### src/design/pfr_pkg.sv
// Package for the page frame replacement unit: sizes, codes, frame entry and RAM request types.
// No dependencies; every other design file refers to it by scoped names.
package pfr_pkg;

   localparam int FRAMES     = 64;
   localparam int IDX_W      = $clog2(FRAMES);
   localparam int CNT_W      = $clog2(FRAMES + 1);
   localparam int PID_W      = 16;
   localparam int PAGE_W     = 16;
   localparam int SWAP_W     = 20;
   localparam int TIME_W     = 32;
   localparam int FIDX_W     = 6;
   localparam int FIU_W      = 7;
   localparam int FIU_RESET  = 64;
   localparam int CSR_IDX_W  = 1;
   localparam int CSR_DATA_W = 7;

   typedef enum logic {
      KIND_LOAD      = 1'b0,
      KIND_REFERENCE = 1'b1
   } kind_type;

   typedef enum logic {
      POLICY_FIFO = 1'b0,
      POLICY_LRU  = 1'b1
   } policy_type;

   typedef enum logic [CSR_IDX_W-1:0] {
      CSR_REPLACEMENT_POLICY = 1'b0,
      CSR_FRAMES_IN_USE      = 1'b1
   } csr_index_type;

   typedef enum logic [1:0] {
      ST_IDLE,
      ST_SCAN,
      ST_FINISH
   } state_type;

   typedef struct packed {
      logic [PID_W-1:0]  owner;
      logic [PAGE_W-1:0] page;
      logic [SWAP_W-1:0] swap;
      logic              dirty;
      logic [TIME_W-1:0] load_time;
      logic [TIME_W-1:0] use_time;
   } frame_entry_type;

   typedef struct packed {
      logic [IDX_W-1:0] rd_addr;
      logic             wr_en;
      logic [IDX_W-1:0] wr_addr;
      frame_entry_type  wr_data;
   } ram_req_type;

endpackage

### src/design/pfr_channels.sv
// Valid/ready channel interfaces for request and response transactions.
// Depends on pfr_pkg for field widths.
interface pfr_req_if;
   logic                       valid;
   logic                       ready;
   logic                       kind;
   logic [pfr_pkg::PID_W-1:0]  process_id;
   logic [pfr_pkg::PAGE_W-1:0] page_number;
   logic [pfr_pkg::SWAP_W-1:0] swap_slot;
   logic                       is_write;

   modport source (output valid, kind, process_id, page_number, swap_slot, is_write,
                   input ready);
   modport sink (input valid, kind, process_id, page_number, swap_slot, is_write,
                 output ready);
endinterface

interface pfr_rsp_if;
   logic                       valid;
   logic                       ready;
   logic                       hit;
   logic [pfr_pkg::FIDX_W-1:0] frame_index;
   logic                       replaced;
   logic [pfr_pkg::PID_W-1:0]  victim_process;
   logic [pfr_pkg::PAGE_W-1:0] victim_page;
   logic [pfr_pkg::SWAP_W-1:0] victim_swap_slot;
   logic                       write_back;

   modport source (output valid, hit, frame_index, replaced, victim_process, victim_page,
                   victim_swap_slot, write_back, input ready);
   modport sink (input valid, hit, frame_index, replaced, victim_process, victim_page,
                 victim_swap_slot, write_back, output ready);
endinterface

### src/design/pfr_ctrl.sv
// Scan sequencer: walks the frame RAM, picks free/oldest/matching frame, writes back, responds.
// Depends on pfr_pkg, pfr_channels; drives pfr_frame_ram through a ram_req_type struct.
module pfr_ctrl (
   input  logic                          clock,
   input  logic                          reset,
   input  logic                          policy,
   input  logic [pfr_pkg::CNT_W-1:0]     n_active,
   pfr_req_if.sink                       req_chan,
   pfr_rsp_if.source                     rsp_chan,
   output pfr_pkg::ram_req_type          ram_req,
   input  pfr_pkg::frame_entry_type      ram_rdata
);

   pfr_pkg::state_type state_ff, state_in;

   // request payload
   logic                       kind_ff, kind_in;
   logic [pfr_pkg::PID_W-1:0]  pid_ff, pid_in;
   logic [pfr_pkg::PAGE_W-1:0] page_ff, page_in;
   logic [pfr_pkg::SWAP_W-1:0] slot_ff, slot_in;
   logic                       wr_ff, wr_in;

   // scan pipeline
   logic [pfr_pkg::CNT_W-1:0]  rd_idx_ff, rd_idx_in;
   logic                       ev_vld_ff, ev_vld_in;
   logic [pfr_pkg::IDX_W-1:0]  ev_idx_ff, ev_idx_in;
   logic                       found_ff, found_in;
   logic [pfr_pkg::IDX_W-1:0]  sel_idx_ff, sel_idx_in;
   pfr_pkg::frame_entry_type   sel_entry_ff, sel_entry_in;
   logic [pfr_pkg::TIME_W-1:0] best_age_ff, best_age_in;

   logic [pfr_pkg::FRAMES-1:0] occupied_ff, occupied_in;
   logic [pfr_pkg::TIME_W-1:0] event_clock_ff, event_clock_in;

   // response register
   logic                       rsp_vld_ff, rsp_vld_in;
   logic                       hit_ff, hit_in;
   logic [pfr_pkg::FIDX_W-1:0] fidx_ff, fidx_in;
   logic                       replaced_ff, replaced_in;
   logic [pfr_pkg::PID_W-1:0]  vproc_ff, vproc_in;
   logic [pfr_pkg::PAGE_W-1:0] vpage_ff, vpage_in;
   logic [pfr_pkg::SWAP_W-1:0] vswap_ff, vswap_in;
   logic                       wback_ff, wback_in;

   logic                       accept, issue, eval, occ, is_load, is_last, match;
   logic                       free_hit, older, ref_hit, scan_done, out_free, finish, evict;
   logic [pfr_pkg::TIME_W-1:0] stamp, age;

   assign accept   = req_chan.valid && req_chan.ready;
   assign is_load  = (kind_ff == pfr_pkg::KIND_LOAD);
   assign issue    = (state_ff == pfr_pkg::ST_SCAN) && (rd_idx_ff < n_active);
   assign eval     = (state_ff == pfr_pkg::ST_SCAN) && ev_vld_ff;
   assign occ      = occupied_ff[ev_idx_ff];
   assign stamp    = (policy == pfr_pkg::POLICY_LRU) ? ram_rdata.use_time : ram_rdata.load_time;
   assign age      = event_clock_ff - stamp;
   assign is_last  = (pfr_pkg::CNT_W'(ev_idx_ff) + pfr_pkg::CNT_W'(1)) == n_active;
   assign match    = occ && (ram_rdata.owner == pid_ff) && (ram_rdata.page == page_ff);
   assign free_hit = eval && is_load && !occ;
   // lowest index wins ties: strict compare, first frame always taken
   assign older    = eval && is_load && occ && ((ev_idx_ff == '0) || (age > best_age_ff));
   assign ref_hit  = eval && !is_load && match;
   assign scan_done = free_hit || ref_hit || (eval && is_last);
   assign out_free = !rsp_vld_ff || rsp_chan.ready;
   assign finish   = (state_ff == pfr_pkg::ST_FINISH) && out_free;
   assign evict    = is_load && !found_ff;

   // next state
   always_comb begin
      state_in = state_ff;
      case (state_ff)
         pfr_pkg::ST_IDLE: begin
            if (accept) state_in = pfr_pkg::ST_SCAN;
         end
         pfr_pkg::ST_SCAN: begin
            if (scan_done) state_in = pfr_pkg::ST_FINISH;
         end
         pfr_pkg::ST_FINISH: begin
            if (finish) state_in = pfr_pkg::ST_IDLE;
         end
         default: state_in = pfr_pkg::ST_IDLE;
      endcase
   end

   // datapath and outputs
   always_comb begin
      kind_in        = kind_ff;
      pid_in         = pid_ff;
      page_in        = page_ff;
      slot_in        = slot_ff;
      wr_in          = wr_ff;
      rd_idx_in      = rd_idx_ff;
      ev_vld_in      = ev_vld_ff;
      ev_idx_in      = ev_idx_ff;
      found_in       = found_ff;
      sel_idx_in     = sel_idx_ff;
      sel_entry_in   = sel_entry_ff;
      best_age_in    = best_age_ff;
      occupied_in    = occupied_ff;
      event_clock_in = event_clock_ff;
      rsp_vld_in     = rsp_vld_ff;
      hit_in         = hit_ff;
      fidx_in        = fidx_ff;
      replaced_in    = replaced_ff;
      vproc_in       = vproc_ff;
      vpage_in       = vpage_ff;
      vswap_in       = vswap_ff;
      wback_in       = wback_ff;

      ram_req.rd_addr = rd_idx_ff[pfr_pkg::IDX_W-1:0];
      ram_req.wr_en   = 1'b0;
      ram_req.wr_addr = sel_idx_ff;
      ram_req.wr_data = sel_entry_ff;

      if (accept) begin
         kind_in     = req_chan.kind;
         pid_in      = req_chan.process_id;
         page_in     = req_chan.page_number;
         slot_in     = req_chan.swap_slot;
         wr_in       = req_chan.is_write;
         rd_idx_in   = '0;
         ev_vld_in   = 1'b0;
         found_in    = 1'b0;
         best_age_in = '0;
      end

      if (state_ff == pfr_pkg::ST_SCAN) begin
         ev_vld_in = issue;
         ev_idx_in = rd_idx_ff[pfr_pkg::IDX_W-1:0];
         if (issue) rd_idx_in = rd_idx_ff + pfr_pkg::CNT_W'(1);
         if (free_hit || ref_hit) begin
            found_in     = 1'b1;
            sel_idx_in   = ev_idx_ff;
            sel_entry_in = ram_rdata;
         end
         if (older) begin
            best_age_in  = age;
            sel_idx_in   = ev_idx_ff;
            sel_entry_in = ram_rdata;
         end
      end

      // write-back: install new page clean, or refresh a referenced one
      if (is_load) begin
         ram_req.wr_data.owner     = pid_ff;
         ram_req.wr_data.page      = page_ff;
         ram_req.wr_data.swap      = slot_ff;
         ram_req.wr_data.dirty     = 1'b0;
         ram_req.wr_data.load_time = event_clock_ff;
         ram_req.wr_data.use_time  = event_clock_ff;
      end else begin
         ram_req.wr_data.use_time  = event_clock_ff;
         ram_req.wr_data.dirty     = sel_entry_ff.dirty | wr_ff;
      end

      if (rsp_chan.ready) rsp_vld_in = 1'b0;

      if (finish) begin
         ram_req.wr_en  = is_load || found_ff;
         if (is_load) occupied_in[sel_idx_ff] = 1'b1;
         event_clock_in = event_clock_ff + pfr_pkg::TIME_W'(1);
         rsp_vld_in     = 1'b1;
         hit_in         = is_load || found_ff;
         fidx_in        = (is_load || found_ff) ? pfr_pkg::FIDX_W'(sel_idx_ff) : '0;
         replaced_in    = evict;
         vproc_in       = evict ? sel_entry_ff.owner : '0;
         vpage_in       = evict ? sel_entry_ff.page : '0;
         vswap_in       = evict ? sel_entry_ff.swap : '0;
         wback_in       = evict && sel_entry_ff.dirty;
      end
   end

   always_ff @(posedge clock) begin
      if (reset) begin
         state_ff       <= pfr_pkg::ST_IDLE;
         ev_vld_ff      <= 1'b0;
         occupied_ff    <= '0;
         event_clock_ff <= '0;
         rsp_vld_ff     <= 1'b0;
      end else begin
         state_ff       <= state_in;
         ev_vld_ff      <= ev_vld_in;
         occupied_ff    <= occupied_in;
         event_clock_ff <= event_clock_in;
         rsp_vld_ff     <= rsp_vld_in;
      end
   end

   always_ff @(posedge clock) begin
      kind_ff      <= kind_in;
      pid_ff       <= pid_in;
      page_ff      <= page_in;
      slot_ff      <= slot_in;
      wr_ff        <= wr_in;
      rd_idx_ff    <= rd_idx_in;
      ev_idx_ff    <= ev_idx_in;
      found_ff     <= found_in;
      sel_idx_ff   <= sel_idx_in;
      sel_entry_ff <= sel_entry_in;
      best_age_ff  <= best_age_in;
      hit_ff       <= hit_in;
      fidx_ff      <= fidx_in;
      replaced_ff  <= replaced_in;
      vproc_ff     <= vproc_in;
      vpage_ff     <= vpage_in;
      vswap_ff     <= vswap_in;
      wback_ff     <= wback_in;
   end

   assign req_chan.ready            = (state_ff == pfr_pkg::ST_IDLE);
   assign rsp_chan.valid            = rsp_vld_ff;
   assign rsp_chan.hit              = hit_ff;
   assign rsp_chan.frame_index      = fidx_ff;
   assign rsp_chan.replaced         = replaced_ff;
   assign rsp_chan.victim_process   = vproc_ff;
   assign rsp_chan.victim_page      = vpage_ff;
   assign rsp_chan.victim_swap_slot = vswap_ff;
   assign rsp_chan.write_back       = wback_ff;

endmodule

### src/flat_wrapper.sv
// flat-port wrapper written by rule: the top's interface ports become plain ports
module pfr_ctrl_flat 
  (clock, reset, policy, n_active, ram_req, ram_rdata, req_chan_valid, req_chan_kind, req_chan_process_id, req_chan_page_number, req_chan_swap_slot, req_chan_is_write, req_chan_ready, rsp_chan_valid, rsp_chan_hit, rsp_chan_frame_index, rsp_chan_replaced, rsp_chan_victim_process, rsp_chan_victim_page, rsp_chan_victim_swap_slot, rsp_chan_write_back, rsp_chan_ready);
  pfr_req_if req_chan_i ();
  pfr_rsp_if rsp_chan_i ();
  input  logic clock;
  input  logic reset;
  input  logic policy;
  input  logic [pfr_pkg::CNT_W-1:0] n_active;
  output pfr_pkg::ram_req_type ram_req;
  input  pfr_pkg::frame_entry_type ram_rdata;
  input wire logic [$bits(req_chan_i.valid)-1:0] req_chan_valid;
  input wire logic [$bits(req_chan_i.kind)-1:0] req_chan_kind;
  input wire logic [$bits(req_chan_i.process_id)-1:0] req_chan_process_id;
  input wire logic [$bits(req_chan_i.page_number)-1:0] req_chan_page_number;
  input wire logic [$bits(req_chan_i.swap_slot)-1:0] req_chan_swap_slot;
  input wire logic [$bits(req_chan_i.is_write)-1:0] req_chan_is_write;
  output wire logic [$bits(req_chan_i.ready)-1:0] req_chan_ready;
  output wire logic [$bits(rsp_chan_i.valid)-1:0] rsp_chan_valid;
  output wire logic [$bits(rsp_chan_i.hit)-1:0] rsp_chan_hit;
  output wire logic [$bits(rsp_chan_i.frame_index)-1:0] rsp_chan_frame_index;
  output wire logic [$bits(rsp_chan_i.replaced)-1:0] rsp_chan_replaced;
  output wire logic [$bits(rsp_chan_i.victim_process)-1:0] rsp_chan_victim_process;
  output wire logic [$bits(rsp_chan_i.victim_page)-1:0] rsp_chan_victim_page;
  output wire logic [$bits(rsp_chan_i.victim_swap_slot)-1:0] rsp_chan_victim_swap_slot;
  output wire logic [$bits(rsp_chan_i.write_back)-1:0] rsp_chan_write_back;
  input wire logic [$bits(rsp_chan_i.ready)-1:0] rsp_chan_ready;
  assign req_chan_i.valid = req_chan_valid;
  assign req_chan_i.kind = req_chan_kind;
  assign req_chan_i.process_id = req_chan_process_id;
  assign req_chan_i.page_number = req_chan_page_number;
  assign req_chan_i.swap_slot = req_chan_swap_slot;
  assign req_chan_i.is_write = req_chan_is_write;
  assign req_chan_ready = req_chan_i.ready;
  assign rsp_chan_valid = rsp_chan_i.valid;
  assign rsp_chan_hit = rsp_chan_i.hit;
  assign rsp_chan_frame_index = rsp_chan_i.frame_index;
  assign rsp_chan_replaced = rsp_chan_i.replaced;
  assign rsp_chan_victim_process = rsp_chan_i.victim_process;
  assign rsp_chan_victim_page = rsp_chan_i.victim_page;
  assign rsp_chan_victim_swap_slot = rsp_chan_i.victim_swap_slot;
  assign rsp_chan_write_back = rsp_chan_i.write_back;
  assign rsp_chan_i.ready = rsp_chan_ready;
  pfr_ctrl u_core (.clock(clock), .reset(reset), .policy(policy), .n_active(n_active), .req_chan(req_chan_i), .rsp_chan(rsp_chan_i), .ram_req(ram_req), .ram_rdata(ram_rdata));
endmodule
### config.mk
export PLATFORM = sky130hd
export DESIGN_NAME = pfr_ctrl_flat
export DESIGN_NICKNAME = d
export VERILOG_FILES = /design/src/design/pfr_pkg.sv /design/src/design/pfr_channels.sv /design/src/design/pfr_ctrl.sv /design/src/flat_wrapper.sv
export SDC_FILE = /design/constraint.sdc
export NUM_CORES = 1
export LEC_CHECK = 0
export ABC_AREA = 1
export BUFFER_PORTS_ARGS = -buffer_cell sky130_fd_sc_hd__buf_4
export CAP_MARGIN = 20
export CORE_MARGIN = 1.5
export CORE_UTILIZATION = 45
export DETAILED_ROUTE_END_ITERATION = 6
export HOLD_SLACK_MARGIN = 0.05
export PLACE_DENSITY = 0.68
export SETUP_SLACK_MARGIN = 0.3
export SYNTH_ARGS = -nofsm -noshare
export SYNTH_HDL_FRONTEND = slang
export SYNTH_SLANG_ARGS = --single-unit
### constraint.sdc
create_clock -name clock -period 8.45 [get_ports clock]
set_input_delay 1.69 -clock clock [delete_from_list [all_inputs] [get_ports clock]]
set_output_delay 1.69 -clock clock [all_outputs]
set_load 0.005 [all_outputs]
# Word-level counts from Yosys, hierarchy flattened
# Index checks and enable logic that the tools add are counted.
# W data, S select, Z words.
# op_classes
magnitude_cmp,5
add_sub_neg,4
n_eq_ne,8
n_bitwise,3
n_mux,30
n_reduce_logical,32
# op_table
operator,n
$mux W117,2
$mux W32,5
$or A64 B64 Y64,1
$mux W52,1
$add A32 B1 Y32 const B,1
$eq A16 B16 Y1,2
$gt A32 B32 Y1,1
$sub A32 B32 Y32,1
$mux W7,3
$logic_and A1 B1 Y1,16
$lt A6 B7 Y1 const B,2
$mux W6,2
$mux W1,11
$add A6 B1 Y7 const B,1
$add A7 B1 Y7 const B,1
$eq A7 B7 Y1,1
$lt A7 B7 Y1,1
$bmux W1 S6,1
$demux W1 S6,1
$ge A6 B1 Y1 const B,1
$logic_not A6 Y1,1
$mux W2,3
$pmux W2 S3,1
$reduce_bool A2 Y1,3
11 further kinds,19
# word_totals
input_bits,183
regBits,352
word_cells,109
output_inout_bits,193

# Depth between registers and ports, before layout
# Gate-level depths: netlist of the first run.
# logic_depth
word_depth,9
ltp_mapped,28
ltp_nobuf,26

# Worst setup path before layout of the first run
# OpenSTA, ideal clock, no wires.
# synth_path
path_kind,input port to flip-flop
from,input port policy
to,register u_core.sel_entry_ff[100] (netlist bit) (enable)
setup_ps,453
t_required_ps,7997
n_path_buf,3
setup_slack_ps,935
stages,25
t_arrival_ps,7062
path_cell_list,clkbuf_1 -> buf_1 -> nand2_1 -> o21ai_0 -> inv_1 -> fa_1 -> o21ai_1 -> nand2_1 -> nand2_1 -> inv_1 -> o21bai_1 -> nand2_1 -> nand2_1 -> xor2_1 -> ha_1 -> nand2_1 -> o21ai_0 -> a21oi_1 -> o21a_1 -> nand2_1 -> nand2_1 -> nand2_1 -> nand2_2 -> buf_6 -> nand2_1
# synth_via
elab_chain_cells,7
# synth_lines
item,line,rtl
from (decl),flat_wrapper.sv:8,input logic policy;
$mux W32,pfr_ctrl.sv:54,assign stamp = (policy == pfr_pkg::POLICY_LRU) ? ram_rdata.use_time : ram_rdata.load_time;
$sub A32 B32 Y32,pfr_ctrl.sv:55,assign age = event_clock_ff - stamp;
$gt A32 B32 Y1,pfr_ctrl.sv:60,assign older = eval && is_load && occ && ((ev_idx_ff == '0) || (age > best_age_ff));
$logic_or A1 B1 Y1,pfr_ctrl.sv:60,
$logic_and A1 B1 Y1,pfr_ctrl.sv:60,
$reduce_bool A2 Y1 (no source line),--,
$reduce_and A2 Y1 (no source line),--,
to (signal assigned),pfr_ctrl.sv:198,sel_entry_ff <= sel_entry_in;
to (decl),pfr_ctrl.sv:29,"pfr_pkg::frame_entry_type sel_entry_ff, sel_entry_in;"
# No other way between the ends.
# A chain may end at the register's enable or synchronous reset.

# Final worst setup path of the first run
# layout_path
from,input port policy
to,register u_core.sel_entry_ff[60] (netlist bit) (enable)
# The elaborated chain is that of the path after synthesis.

==> results, run 1 <==
- The tool flagged a number of max-cap violations equal to 0.
- Summing all placed instances gives a cell area of 21300 sq um.
- Summed over all cells, the static leakage comes to 9.91 nW.
- The maximum clock insertion buffer count is 3.
- The reg-to-reg endpoint is u_core.sel_entry_ff[60]$_DFFE_PP_.
- Setup violations remaining at the end of the flow were counted as 0.
- The final route contains 15800 vias.
- The endpoint with the worst hold slack is u_core.occupied_ff[63]$_SDFFE_PP0P_.
- The nature of the critical path startpoint is an input pin.
- The register-to-register setup slack is 3.57 ns.
- In this run the worst path has a maximum fanout of 91.
- Of the post-synthesis cell area, the dominant cell type holds 0.351.
- Global routing finished with a remaining overflow of 0.
- When the netlist entered floorplanning its net count stood at 2392.
- The synthesized instance count is 2135.
- The die height is 204 um.
- The top flip-flop cell by instance count after synthesis is sky130_fd_sc_hd__edfxtp_1.
- The number of instances on the worst hold path is 2.
- The top achievable clock speed is 159 MHz.
- The post-route antenna net violation count is 0.
- The data required time of the critical path is 8.64 ns.
- The die covers approximately 41000 sq um.
- Dividing the detail-routed wire length by the instance count gives between 15 and 20 um.
- about 380 I/O pins were placed.
- The largest net degree at the start of global routing is 92.
- The critical path's slowest cell is sky130_fd_sc_hd__buf_4.
- The number of DRC violations after detailed-routing iteration 0 is around 1200.
- The number of buffers inserted for hold repair after clock tree synthesis is 0.
- Using the TritonRoute via totals, the vias-per-cell ratio works out to 5.18.
- With fillers left out, the area of the finished cells amounts to 22600 sq um.
- The mean instance size in the synthesized netlist is approximately 8.5 sq um.
- The number of design rule violations left after detail routing is 0.
- The start of the worst register-to-register path is u_core.event_clock_ff[0]$_SDFFE_PP0P_.
- By area the synthesized netlist is led by sky130_fd_sc_hd__edfxtp_1 (35%), sky130_fd_sc_hd__dfxtp_1 (15%), sky130_fd_sc_hd__nand2_1 (11%).
- The root buffer selected by CTS is sky130_fd_sc_hd__clkbuf_16.
- The number of nets at the end of the flow is 2747.
- Compared with the post-synthesis result, the final layout area differs by 24.7%.
- The count of flip-flops with a built-in enable after synthesis is 212.
- The CTS tree is done.
- The number of failing hold endpoints at the final stage is 0.
- In this run the power density over the cells is 207 nW/um^2.
- Across the routed clock network, the largest skew measured is about 0.019 ns.
- The final critical delay including setup and external delays is 6.31 ns.
- For the worst setup path, the data arrival time is ~6.5 ns.
- The run finished with clean final reports.
- The count of pins over their slew limit came to 0.
- The first global-routing pass estimated 85.4 mm of wire.
- The tree built by TritonCTS fans out to approximately 350 sinks.
- For this run, asynchronously set or reset flops after synthesis account for 0.
- The share of final-layout standard cells stronger than drive strength 1 is 0.190.
- The library cell appearing most often on the critical path is sky130_fd_sc_hd__nand2_1.
- The synthesized design spends more area on one cell type than any other, namely sky130_fd_sc_hd__edfxtp_1.
- The starting utilization of the core area is 0.456.
- Setup repair after global routing left no endpoint under its margin.
- The area of the mapped netlist is 18100 sq um.
- For the worst-skew pair, the clock arrives at the later sink with an insertion delay of 0.57 ns.
- After floorplanning, the core was sized to cover between 30000 and 40000 sq um.
- In the finished design, the share of the clock period the worst path needs comes to 0.746.
- The number of iterations in the first detailed-routing pass is 5.
- The maximum single-stage delay on the critical path is 0.45 ns.
- The share of synthesized area occupied by flip-flops and latches is 0.506.
- The worst setup path category is input pin to flop.
- The post-CTS resize count is 0.
- For this run, the number of Yosys warnings is 0.
- In the global route stage, overall resource usage came out at 0.268.
- The number of clock buffers inserted by TritonCTS is 40.
- Adding up every negative setup slack in the final design gives 0 ns.
- The number of core rows is 73.
- The initial antenna violation count is 2.
- The final routed wirelength across all metal layers is approximately 57 mm.
- Detailed placement finished with a half-perimeter wire length of 42.7 mm.
- The launch instance of the worst min-delay path is u_core.occupied_ff[63]$_SDFFE_PP0P_.
- The die width is just over 200 um.
- The count of buffers added on input and output ports is 375.
- Among all cell types in the netlist, the one instantiated most often is sky130_fd_sc_hd__nand2_1.
- The signal on the critical path passes through buf_4 > mux2_2 > ha_1 > fa_1 > o21ai_1 > nand2_1 > nand2_1 > inv_1 > o21bai_1 > nand3_1 > nand3_1 > nand2_1 > ha_1 > nand4_1 > inv_1 > nand2_1 > nor2_1 > nand2_1 > nand2_1 > nand2_1 > nand2_1 > nand2_2 > nand2_4 > buf_12.
- The H-tree was split into 2 levels.
- VDD sags by at most 0.139 mV.
- The path category of the worst min-delay check is flop to flop.
- The worst slew margin relative to its limit is 0.236.
- Routability-driven placement finished with a final weighted congestion of between 0.9 and 1.
- The number of global-route vias before repair is 15000.
- Counting flops and latches in the post-synthesis netlist gives between 300 and 400.
- The endpoint class of the critical path is a flop.
- The clock-pin slew of the registers on the worst-case setup and hold paths is approximately 0.060 ns.
- The count of cell types in the netlist is 44.
- The depth of the worst register-to-register path is 23.
- At the pin with the least slew margin, the transition time is between 1 and 1.5 ns.
- The commonest cells after synthesis are sky130_fd_sc_hd__nand2_1 (512), sky130_fd_sc_hd__inv_1 (302), sky130_fd_sc_hd__edfxtp_1 (212), sky130_fd_sc_hd__nor2_1 (193), sky130_fd_sc_hd__a21oi_1 (142).
- The post-CTS repair timing setup buffer count is 0.
## layout by cell type (no fill, tap or decap), types with 6 or more instances in the layout
master                      synthesis  routed
sky130_fd_sc_hd__xor2_1            50      50
sky130_fd_sc_hd__a21oi_1          142     142
sky130_fd_sc_hd__mux2i_1           31      31
sky130_fd_sc_hd__clkbuf_1          43       8
sky130_fd_sc_hd__buf_4             11     383
sky130_fd_sc_hd__nor2_1           193     193
sky130_fd_sc_hd__clkbuf_16          0      42
sky130_fd_sc_hd__edfxtp_1         212     212
sky130_fd_sc_hd__o21bai_1          12      12
sky130_fd_sc_hd__nor2_2             8       8
sky130_fd_sc_hd__nand3_1          119     119
sky130_fd_sc_hd__nor4_4             7       7
sky130_fd_sc_hd__clkinv_2           0       6
sky130_fd_sc_hd__ha_1              73      73
sky130_fd_sc_hd__nand4_1           29      29
sky130_fd_sc_hd__nand2_1          512     511
sky130_fd_sc_hd__nor4_1             8       8
sky130_fd_sc_hd__nor3_1            38      38
sky130_fd_sc_hd__dfxtp_1          140     140
sky130_fd_sc_hd__clkbuf_8           0       6
sky130_fd_sc_hd__inv_1            302     300
sky130_fd_sc_hd__xnor2_1           12      12
sky130_fd_sc_hd__o21ai_0          119     119
## worst max-delay path, delay by kind of cell
kind,cells,cell delay [ns]
compound gates,2,0.55
fa+ha+maj,3,0.91
buf+inv,4,0.99
mux,1,0.41
simple gates,14,1.70
## area by class of cell
type	instances	area [sq um]
fill	3628	17200
sequential	352	9170
multi-input combinational	1405	7450
timing repair buffer	385	2900
clock buffer	56	1160
inverter	306	1150
tap	525	657
clock inverter	13	80.1
antenna	2	5.00
## cells by family after synthesis
family                   after synthesis  synth area share
AND/OR/NAND/NOR                      931             0.221
AO/OA/AOI/OAI                        306            0.0908
flip-flops                           352             0.506
buffers and inverters                378            0.0828
multiplexers                          32            0.0178
XOR/XNOR                              62            0.0300
adder cells (fa/ha/maj)               74            0.0515
## flip-flops by register name, summed over array words and instances, names as in the netlist, 2 cells and up
name and count:
u_core.ev_idx_ff 6, u_core.page_ff 16, u_core.rsp_chan.victim_swap_slot 20, u_core.slot_ff 20
u_core.rsp_chan.victim_process 16, u_core.best_age_ff 32, u_core.state_ff 2, u_core.occupied_ff 64
u_core.rd_idx_ff 7, u_core.rsp_chan.frame_index 6, u_core.sel_entry_ff 85, u_core.rsp_chan.victim_page 16
u_core.sel_idx_ff 6, u_core.pid_ff 16, u_core.event_clock_ff 32
## how the worst max path moves through the flow
stage	depth (start not counted)	startpoint	to	slack [ns]
final	24	policy	u_core.sel_entry_ff[60]$_DFFE_PP_	2.14
after global routing	24	policy	u_core.sel_entry_ff[60]$_DFFE_PP_	1.77
after global placement	24	policy	u_core.sel_entry_ff[98]$_DFFE_PP_	1.74
after floorplan	25	policy	u_core.sel_entry_ff[100]$_DFFE_PP_	0.94
after CTS	24	policy	u_core.sel_entry_ff[79]$_DFFE_PP_	2.18
after detailed placement	24	policy	u_core.sel_entry_ff[84]$_DFFE_PP_	1.61
## power breakdown
group | internal (W) | total (W) | switching, W
sequential | 0.00203 | 0.00212 | 0.0000875
combinational | 0.000333 | 0.000883 | 0.000550
clock | 0.000959 | 0.00167 | 0.000708
## metrics by stage
step	instances	hold WS [ns]	util	total power (W)	setup WS [ns]
floorplan	2135	0.430	-	0.00261	0.935
global placement	2972	0.441	0.537	0.00302	1.74
detailed placement	2972	0.444	0.537	0.00304	1.61
CTS	3041	0.454	0.568	0.00470	2.18
global route	3044	0.469	0.568	0.00486	1.77
finish	3044	0.453	0.568	0.00467	2.14
## per-layer routing
layer | global-route usage | wire (um) | share of wire
met1 | 0.336 | 23500 | 0.41
met2 | 0.459 | 27800 | 0.49
met3 | 0.0508 | 3650 | 0.064
met4 | 0.0931 | 1850 | 0.033
met5 | 0 | 0 | 0
Note: power is estimated with default switching activity, not from simulation.
==> run 2: changes to the inputs <==
==> constraint.sdc (replaced) <==
create_clock -name clock -period 6.5 [get_ports clock]
set_input_delay 1.3 -clock clock [delete_from_list [all_inputs] [get_ports clock]]
set_output_delay 1.3 -clock clock [all_outputs]
set_load 0.005 [all_outputs]
==> results, run 2 (synthesized netlist as in run 1, its figures left out) <==
- The number of global-route vias before repair came to 15200 (+1.0%).
- The number of design rule violations left after detail routing is 0 (unchanged).
- The number of failing hold endpoints at the final stage came to 0 (unchanged).
- The total power density per cell area is 269 nW/um^2 (+30%).
- Relative to the synthesized area, the layout overhead comes to 25.1%.
- The die width came to 204 um (unchanged).
- Setup repair after global routing left no endpoint under its margin.
- The area of all sequential standard cells was 9170 sq um (unchanged).
- The sum of negative setup slack is 0 ns (unchanged).
- The worst path in the final design needs a cycle of ~5.1 ns, including I/O delays and setup.
- The share of final-layout standard cells stronger than drive strength 1 is 0.193 (+0.00336).
- The count of pins over their slew limit is 0 (unchanged).
- The critical path arrival was 5.34 ns (-1.15 ns).
- The power share of the clock group is 0.358 (about the same).
- The worst register-to-register path ends at u_core.sel_entry_ff[110]$_DFFE_PP_.
- The starting utilization of the core area was 0.456 (unchanged).
- Dividing the final minimum period by the clock period gives 0.787.
- The number of clock buffers inserted by TritonCTS is 40 (unchanged).
- The register-to-register setup slack is 2.28 ns (-1.29 ns).
- The area occupied by multi-input gates is 7450 sq um (unchanged).
- The static leakage came to 9.97 nW (+0.58%).
- The number of placed I/O pins is 376 (unchanged).
- The average wire per standard cell was 18.4 um (-1.2%).
- The number of H-tree levels is 2 (unchanged).
- The number of flip-flops under the largest register name came to 85 (unchanged).
- The start of the worst register-to-register path is u_core.event_clock_ff[0]$_SDFFE_PP0P_.
- The final routed wirelength across all metal layers is 56.2 mm (-1.0%).
- The data required time of the critical path is 6.73 ns (-1.91 ns).
- The number of DRC violations after detailed-routing iteration 0 came to 1195 (+3.7%).
- The largest net degree at the start of global routing is 89 (-3.3%).
- The core region area is 39700 sq um (unchanged).
- The post-CTS resize count was 0 (unchanged).
- The total internal power came to 0.00433 W (+31%).
- The launch instance of the worst min-delay path is u_core.occupied_ff[63]$_SDFFE_PP0P_.
- The initial antenna violation count was 1 (-1).
- The quantity of I/O buffers inserted on ports is 375 (unchanged).
- The share of total power consumed by net switching was 0.290 (+0.00145).
- The sequential group share of total power is 0.449 (-0.005).
- The number of instances on the worst hold path is 2 (unchanged).
- Leaving out fill and tap cells, the most frequent cells in the layout are sky130_fd_sc_hd__nand2_1 (511), sky130_fd_sc_hd__buf_4 (385), sky130_fd_sc_hd__inv_1 (300).
- The mean number of vias per cell is 5.18 (about the same).
- The register with the most flip-flops in the final layout is u_core.sel_entry_ff.
- The number of buffers inserted for hold repair after clock tree synthesis is 0 (unchanged).
- Leaving out fill and tap cells, the most frequent cell in the layout is sky130_fd_sc_hd__nand2_1.
- The nature of the critical path startpoint is an input pin.
- The net switching power came to 0.00177 W (+31%).
- For hold timing, the worst endpoint is u_core.occupied_ff[63]$_SDFFE_PP0P_.
- The number of iterations in the first detailed-routing pass is 5 (unchanged).
- The full die area came to 41500 sq um (unchanged).
- The maximum net fanout on the critical path is 47 (-48%).
- The number of nets at the end of the flow came to 2752 (+0.18%).
- The clock latency reported for the late side of the worst-skew pair was 0.56 ns (about the same).
- The setup skew after layout is 0.0254 ns (+0.00656 ns).
- The number of core rows is 73 (unchanged).
- The CTS tree is done.
- The maximum clock insertion buffer count is 3 (unchanged).
- The measured slew at the worst slew-check pin is 1.10 ns (-0.0372 ns).
- The clock-pin slew of the registers on the worst-case setup and hold paths is 0.06 ns (about the same).
- The post-CTS repair timing setup buffer count is 0 (unchanged).
- The flow ran to the end, and the final reports show no timing, DRC or antenna violations.
- The count of final setup violators is 0 (unchanged).
- The die height is 204 um (unchanged).
- The depth of the worst register-to-register path was 23 (unchanged).
- The critical path is of the input pin to flop type.
- The placer's final routability congestion estimate came to 1.00 (+9.3%).
- The post-route antenna net violation count was 0 (unchanged).
- The total global routing overflow is 0 (unchanged).
- Derived from the worst setup path, the maximum achievable clock frequency is 195 MHz.
- The worst setup path is captured at a flop.
- The worst slew margin relative to its limit is 0.261 (+0.0250).
- The peak ir drop on the vdd network is 0.166 mV (+19%).
- The number of filler instances in the final layout was 3586 (-1.2%).
- The root buffer selected by CTS is sky130_fd_sc_hd__clkbuf_16.
- The global-route usage over all layers is 0.267 (-0.000773).
- The part of the power in combinational logic was 0.193 (+0.004).
- The worst-case hold slack is 0.453 ns (+0.000366 ns).
- The half-perimeter wire length after detailed placement is 42.1 mm (-1.4%).
- In the final layout, the registers with the most flip-flops are u_core.sel_entry_ff: 85 flops, u_core.occupied_ff: 64 flops.
- The number of violations of the max-capacitance limit came to 0 (unchanged).
- The path class of the tightest hold or removal check is flop to flop.
- The via count was 15800 (+0.13%).
- The total number of clock tree sinks is 352 (unchanged).
- The first-pass GRT wire length was 85.5 mm (+0.19%).
-- run 2: cell count changes in the layout (fill, tap and decap cells not counted), sizes merged --
cell / previous run / this run
buf: 384 / 389
bufinv: 0 / 1
inv: 306 / 309
diode: 2 / 1
clkinvlp: 2 / 0
clkinv: 11 / 17
clkbuf: 57 / 52
-- run 2: routing by layer --
metal / routed length, um / track usage
met5: 0 / 0
met4: 2220 / 0.107
met3: 3480 / 0.0441
met2: 27400 / 0.455
met1: 23100 / 0.336
-- run 2: worst max path at each step --
stage / startpoint / end / slack [ns] / cells after the start
6_report: policy / u_core.sel_entry_ff[110]$_DFFE_PP_ / 1.38 / 24
5_1_grt: policy / u_core.sel_entry_ff[86]$_DFFE_PP_ / 1.07 / 24
2_1_floorplan: policy / u_core.sel_entry_ff[100]$_DFFE_PP_ / 0.75 / 25
3_3_place_gp: policy / u_core.sel_entry_ff[74]$_DFFE_PP_ / 0.90 / 24
4_1_cts: policy / u_core.sel_entry_ff[110]$_DFFE_PP_ / 1.40 / 24
3_5_place_dp: policy / u_core.sel_entry_ff[74]$_DFFE_PP_ / 0.83 / 24
-- run 2: critical path, cell delays in order --
cell                       delay (ns)
sky130_fd_sc_hd__buf_4           0.34
sky130_fd_sc_hd__mux2_2          0.40
sky130_fd_sc_hd__ha_1            0.21
sky130_fd_sc_hd__fa_1            0.40
sky130_fd_sc_hd__o21ai_1         0.31
sky130_fd_sc_hd__nand2_1         0.09
sky130_fd_sc_hd__nand2_1         0.14
sky130_fd_sc_hd__inv_1           0.06
sky130_fd_sc_hd__o21bai_1        0.27
sky130_fd_sc_hd__nand3_1         0.15
sky130_fd_sc_hd__nand3_1         0.10
sky130_fd_sc_hd__nand2_1         0.09
sky130_fd_sc_hd__ha_1            0.30
sky130_fd_sc_hd__nand4_1         0.07
sky130_fd_sc_hd__inv_1           0.08
sky130_fd_sc_hd__nand2_1         0.06
sky130_fd_sc_hd__nor2_1          0.16
sky130_fd_sc_hd__nand2_1         0.08
sky130_fd_sc_hd__nand2_1         0.06
sky130_fd_sc_hd__nand2_1         0.05
sky130_fd_sc_hd__nand2_1         0.08
sky130_fd_sc_hd__nand2_2         0.08
sky130_fd_sc_hd__nand2_4         0.13
sky130_fd_sc_hd__buf_12          0.29
-- run 2: cell type report --
class | instances | area share
tap | 525 | 0.0290
clock inverter | 21 | 0.00679
inverter | 306 | 0.0509
clock buffer | 51 | 0.0488
sequential | 352 | 0.405
multi-input combinational | 1405 | 0.329
antenna | 1 | 0.000110
timing repair buffer | 390 | 0.131
-- run 2: metrics by stage --
stage	instances	total power [W]	util	instance area, sq um	setup WS [ns]
global route	3051	0.00637	0.570	22700	1.07
detailed placement	2975	0.00396	0.538	21400	0.825
finish	3051	0.00610	0.570	22700	1.38
global placement	2975	0.00393	0.538	21400	0.896
CTS	3047	0.00614	0.569	22600	1.40
floorplan	2135	0.00339	-	18100	0.752
-- run 2: power by group through the flow --
stage               logic (W)  clock network, W  registers, W
finish                0.00118           0.00219       0.00274
global route          0.00130           0.00231       0.00276
CTS                   0.00118           0.00223       0.00274
detailed placement    0.00117                 0       0.00279
global placement      0.00116                 0       0.00278
floorplan            0.000633                 0       0.00275
==> run 3: changes to the inputs <==
--- a/config.mk
+++ b/config.mk
@@ -5,7 +5,7 @@
 export SDC_FILE = /design/constraint.sdc
 export NUM_CORES = 1
 export LEC_CHECK = 0
-export ABC_AREA = 1
+export ABC_AREA = 0
 export BUFFER_PORTS_ARGS = -buffer_cell sky130_fd_sc_hd__buf_4
 export CAP_MARGIN = 20
 export CORE_MARGIN = 1.5
==> constraint.sdc (replaced) <==
create_clock -name clock -period 4.9 [get_ports clock]
set_input_delay 0.98 -clock clock [delete_from_list [all_inputs] [get_ports clock]]
set_output_delay 0.98 -clock clock [all_outputs]
set_load 0.005 [all_outputs]
==> results, run 3 <==
- The run finished with clean final reports.
- The half-perimeter wire length after detailed placement is 35.6 mm (-16%).
- The measured slew at the worst slew-check pin was 1.11 ns (+0.0114 ns).
- The number of placed I/O pins is 376 (unchanged).
- The static leakage is 9.68 nW (-2.9%).
- The global-route usage over all layers is 0.246 (-0.0212).
- The count of yosys warnings during synthesis was 0 (unchanged).
- The number of violations of the max-capacitance limit is 0 (unchanged).
- The count of flip-flops with a built-in enable after synthesis was 212 (unchanged).
- The power share of the clock group is 0.429 (+0.071).
- Ranked by flip-flop count, first place goes to u_core.sel_entry_ff.
- The number of DRC violations after detailed-routing iteration 0 was 600 (-50%).
- The maximum clock insertion buffer count is 3 (unchanged).
- The busiest layer in global routing is met2.
- The setup skew after layout came to 0.0189 ns (-0.00655 ns).
- The number of filler instances in the final layout is 3060 (-15%).
- The largest net degree at the start of global routing is 85 (-4.5%).
- The placer's final routability congestion estimate is 0.866 (-13%).
- The number of failing hold endpoints at the final stage is 0 (unchanged).
- The sequential group share of total power is 0.451 (+0.002).
- The synthesized instance count is 1480 (-31%).
- The clock period could shrink to 4.85 ns.
- The count of pins over their slew limit came to 0 (unchanged).
- The peak ir drop on the vdd network is 0.277 mV (+67%).
- The number of design rule violations left after detail routing is 0 (unchanged).
- The number of clock buffers inserted by TritonCTS is 40 (unchanged).
- The number of global-route vias before repair is 13200 (-13%).
- The average wire per standard cell is 19.5 um (+5.9%).
- The number of nets in the synthesized netlist came to 1737 (-27%).
- The met1 track demand over resource is 0.314 (-0.0227).
- The die width is 198 um (-2.9%).
- The mean number of vias per cell is 5.28 (+2.0%).
- The path category of the worst min-delay check is flop to flop.
- The endpoint class of the critical path is a flop.
- In this run the critical register-to-register path is launched from u_core.event_clock_ff[4]$_SDFFE_PP0P_.
- In the layout the commonest cells are sky130_fd_sc_hd__buf_4 (492), sky130_fd_sc_hd__edfxtp_1 (212), sky130_fd_sc_hd__nor2_1 (166).
- The quantity of I/O buffers inserted on ports is 375 (unchanged).
- The sum of negative setup slack came to 0 ns (unchanged).
- STA classifies the critical path startpoint as an input pin.
- The post-route antenna net violation count is 0 (unchanged).
- The total number of clock tree sinks came to 352 (unchanged).
- Compared with the post-synthesis result, the final layout area differs by 35.4%.
- The via count is 13300 (-16%).
- The met2 usage is 0.410 (-0.0450).
- The synthesized design spends more area on one cell type than any other, namely sky130_fd_sc_hd__edfxtp_1.
- The total global routing overflow came to 0 (unchanged).
- The share of final-layout standard cells stronger than drive strength 1 is 0.366 (+0.172).
- The library cell used most frequently in the layout, excluding fill and tap cells, is sky130_fd_sc_hd__buf_4.
- The count of placed standard cells in the final layout, fillers left out came to 2513 (-18%).
- The full die area came to 39100 sq um (-5.7%).
- The post-placement cell count is 2418 (-19%).
- The proportion of netlist area held by the largest area contributor is 0.373 (+0.0216).
- The mean instance size in the synthesized netlist came to 11.5 sq um (+36%).
- The top flip-flop cell by instance count after synthesis is sky130_fd_sc_hd__edfxtp_1.
- The count of cell types in the netlist was 64 (+45%).
- The share of synthesized area occupied by flip-flops and latches came to 0.537 (+0.0311).
- The count of final setup violators is 0 (unchanged).
- The top achievable clock speed is 206 MHz.
- The clock latency reported for the late side of the worst-skew pair is 0.56 ns (about the same).
- Setup repair after global routing could not meet its margin everywhere.
- The area of the mapped netlist came to 17100 sq um (-5.8%).
- The number of core rows was 71 (-2.7%).
- The critical path arrival was 5.11 ns (-0.23 ns).
- Counting instances in the post-synthesis netlist gives the leading cell types as sky130_fd_sc_hd__edfxtp_1 (212), sky130_fd_sc_hd__nor2_1 (169), sky130_fd_sc_hd__dfxtp_1 (140), sky130_fd_sc_hd__a21oi_1 (103), sky130_fd_sc_hd__mux2_2 (82).
- The total power density per cell area is 319 nW/um^2 (+18%).
- The worst setup path startpoint is policy.
- The largest registers in the layout are u_core.sel_entry_ff: 85 flops, u_core.occupied_ff: 64 flops.
- CTS placed an instance of sky130_fd_sc_hd__clkbuf_16 at the clock tree root.
- The number of iterations in the first detailed-routing pass is 5 (unchanged).
- The fraction of synthesis flops using an asynchronous set or reset pin was 0 (unchanged).
- The clock-pin slew of the registers on the worst-case setup and hold paths is 0.06 ns (about the same).
- The initial antenna violation count was 3 (+2).
- The core region area is 37500 sq um (-5.6%).
- The maximum net fanout on the critical path came to 24 (-49%).
- The number of nets at the end of the flow came to 2225 (-19%).
- The die height is 198 um (-2.9%).
- The starting utilization of the core area is 0.455 (-0.000655).
- The final routed wirelength across all metal layers was 49.0 mm (-13%).
- The global routing usage on met3 came to 0.0584 (+0.0143).
- The share of total power consumed by net switching is 0.237 (-0.0531).
- The number of H-tree levels is 2 (unchanged).
- The part of the power in combinational logic is 0.120 (-0.073).
- The first-pass GRT wire length is 73.9 mm (-14%).
- The total internal power came to 0.00562 W (+30%).
- The net switching power was 0.00174 W (-1.5%).
- The core occupancy in the finished layout is 0.616 (+0.0463).
- The worst slew margin relative to its limit is 0.253 (-0.00765).
- The CTS tree is done.
- The worst setup path is of the input pin to flop kind.
- Ranked by total cell area, the synthesized netlist is headed by sky130_fd_sc_hd__edfxtp_1 (37%), sky130_fd_sc_hd__dfxtp_1 (16%), sky130_fd_sc_hd__mux2_2 (5.4%).
- The number of flip-flops under the largest register name came to 85 (unchanged).
- By instance count, the leading cell after synthesis is sky130_fd_sc_hd__edfxtp_1.
- The data required time of the critical path is 5.16 ns (-1.57 ns).
- The number of storage elements in the synthesis netlist came to 352 (unchanged).
- The startpoint identified for the worst hold timing path is u_core.occupied_ff[18]$_SDFFE_PP0P_.
- The share of the clock period used by the worst path after layout is 0.990.
[run 3: cell count changes after synthesis, sizes merged, moves of 16 or more]
cell	previous run	this run
a21o	5	23
a21oi	144	103
and2	0	61
and3	0	16
inv	306	66
mux2	1	109
mux4	0	18
nand2	514	61
nand3	121	25
nor2	203	170
nor3	38	21
o21ai	122	31
xnor2	12	46
[run 3: power by group through the flow]
stage / clock, W / sequential, W / combinational [W]
3_5_place_dp: 0 / 0.00338 / 0.000855
6_report: 0.00316 / 0.00332 / 0.000884
4_1_cts: 0.00324 / 0.00332 / 0.000881
2_1_floorplan: 0 / 0.00333 / 0.000485
3_3_place_gp: 0 / 0.00338 / 0.000839
5_1_grt: 0.00334 / 0.00333 / 0.000966
[run 3: cells by family (layout without fill, tap and decap cells)]
kind of cell               after synthesis  after routing  share of synthesized area
DFF                                    352            352                      0.537
and+or+nand+nor                        437            437                      0.126
buffers and inverters                  129            649                     0.0317
other                                    0              2                          0
xor gates and xnor gates                88             88                     0.0452
AOI/OAI and AO/OA                      228            228                     0.0827
muxes                                  172            172                      0.122
adders and majority gates               74             74                     0.0547
[run 3: worst max-delay path: stages]
cell and delay (ns):
sky130_fd_sc_hd__buf_12 0.10, sky130_fd_sc_hd__bufbuf_16 0.27, sky130_fd_sc_hd__mux2i_1 0.19, sky130_fd_sc_hd__ha_1 0.28, sky130_fd_sc_hd__a21o_1 0.18, sky130_fd_sc_hd__a2111o_1 0.39
sky130_fd_sc_hd__o22ai_2 0.15, sky130_fd_sc_hd__a211oi_2 0.09, sky130_fd_sc_hd__buf_4 0.17, sky130_fd_sc_hd__o2111ai_4 0.23, sky130_fd_sc_hd__nand2_1 0.10, sky130_fd_sc_hd__xor2_1 0.17
sky130_fd_sc_hd__ha_1 0.33, sky130_fd_sc_hd__nand4_1 0.15, sky130_fd_sc_hd__buf_4 0.17, sky130_fd_sc_hd__nor4_2 0.29, sky130_fd_sc_hd__a211o_1 0.24, sky130_fd_sc_hd__nand3_4 0.12
sky130_fd_sc_hd__buf_12 0.17, sky130_fd_sc_hd__nand2_8 0.11, sky130_fd_sc_hd__buf_12 0.19
[run 3: path summary, 6_finish.rpt]
check,endpoint,slack (ns),cells after the start
worst max-delay path,u_core.sel_entry_ff[51]$_DFFE_PP_,0.05,21
worst min-delay path,u_core.occupied_ff[18]$_SDFFE_PP0P_,0.46,2
worst max register to register,u_core.sel_entry_ff[51]$_DFFE_PP_,0.50,22
worst min register to register,u_core.occupied_ff[18]$_SDFFE_PP0P_,0.46,2
[run 3: layout make-up]
type | count | area, sq um | share of cell area
timing repair buffer | 509 | 4040 | 0.175
antenna | 2 | 5.00 | 0.000217
clock inverter | 16 | 215 | 0.00931
tap | 511 | 639 | 0.0277
sequential | 352 | 9170 | 0.397
clock buffer | 58 | 1190 | 0.0515
inverter | 66 | 249 | 0.0108
multi-input combinational | 999 | 7600 | 0.329
[run 3: layer usage]
metal / vias to the layer above / routed length, um / share of wire
li1: 6334 / - / -
met4: 2 / 1210 / 0.025
met3: 77 / 3590 / 0.073
met2: 430 / 23600 / 0.48
met1: 6425 / 20700 / 0.42
met5: - / 8 / 0.00016
[run 3: repair_timing]
item                                   4_1_cts  5_1_grt
cloned                                       3        0
hold buffers                                 0        0
gates resized for setup                     32       11
endpoints found under the hold margin        0        0
setup buffers                               13        2
pin swaps                                    7        4
setup endpoints to repair                  123      123
[run 3: through the flow]
stage	cell area, sq um	hold slack (ns)	setup WS (ns)	power [W]
after floorplan	17200	0.430	-0.370	0.00382
after global placement	21300	0.442	-0.599	0.00422
after detailed placement	21300	0.450	-0.686	0.00424
after CTS	23000	0.464	0.122	0.00744
after global routing	23100	0.472	-0.212	0.00763
final	23100	0.461	0.0468	0.00736
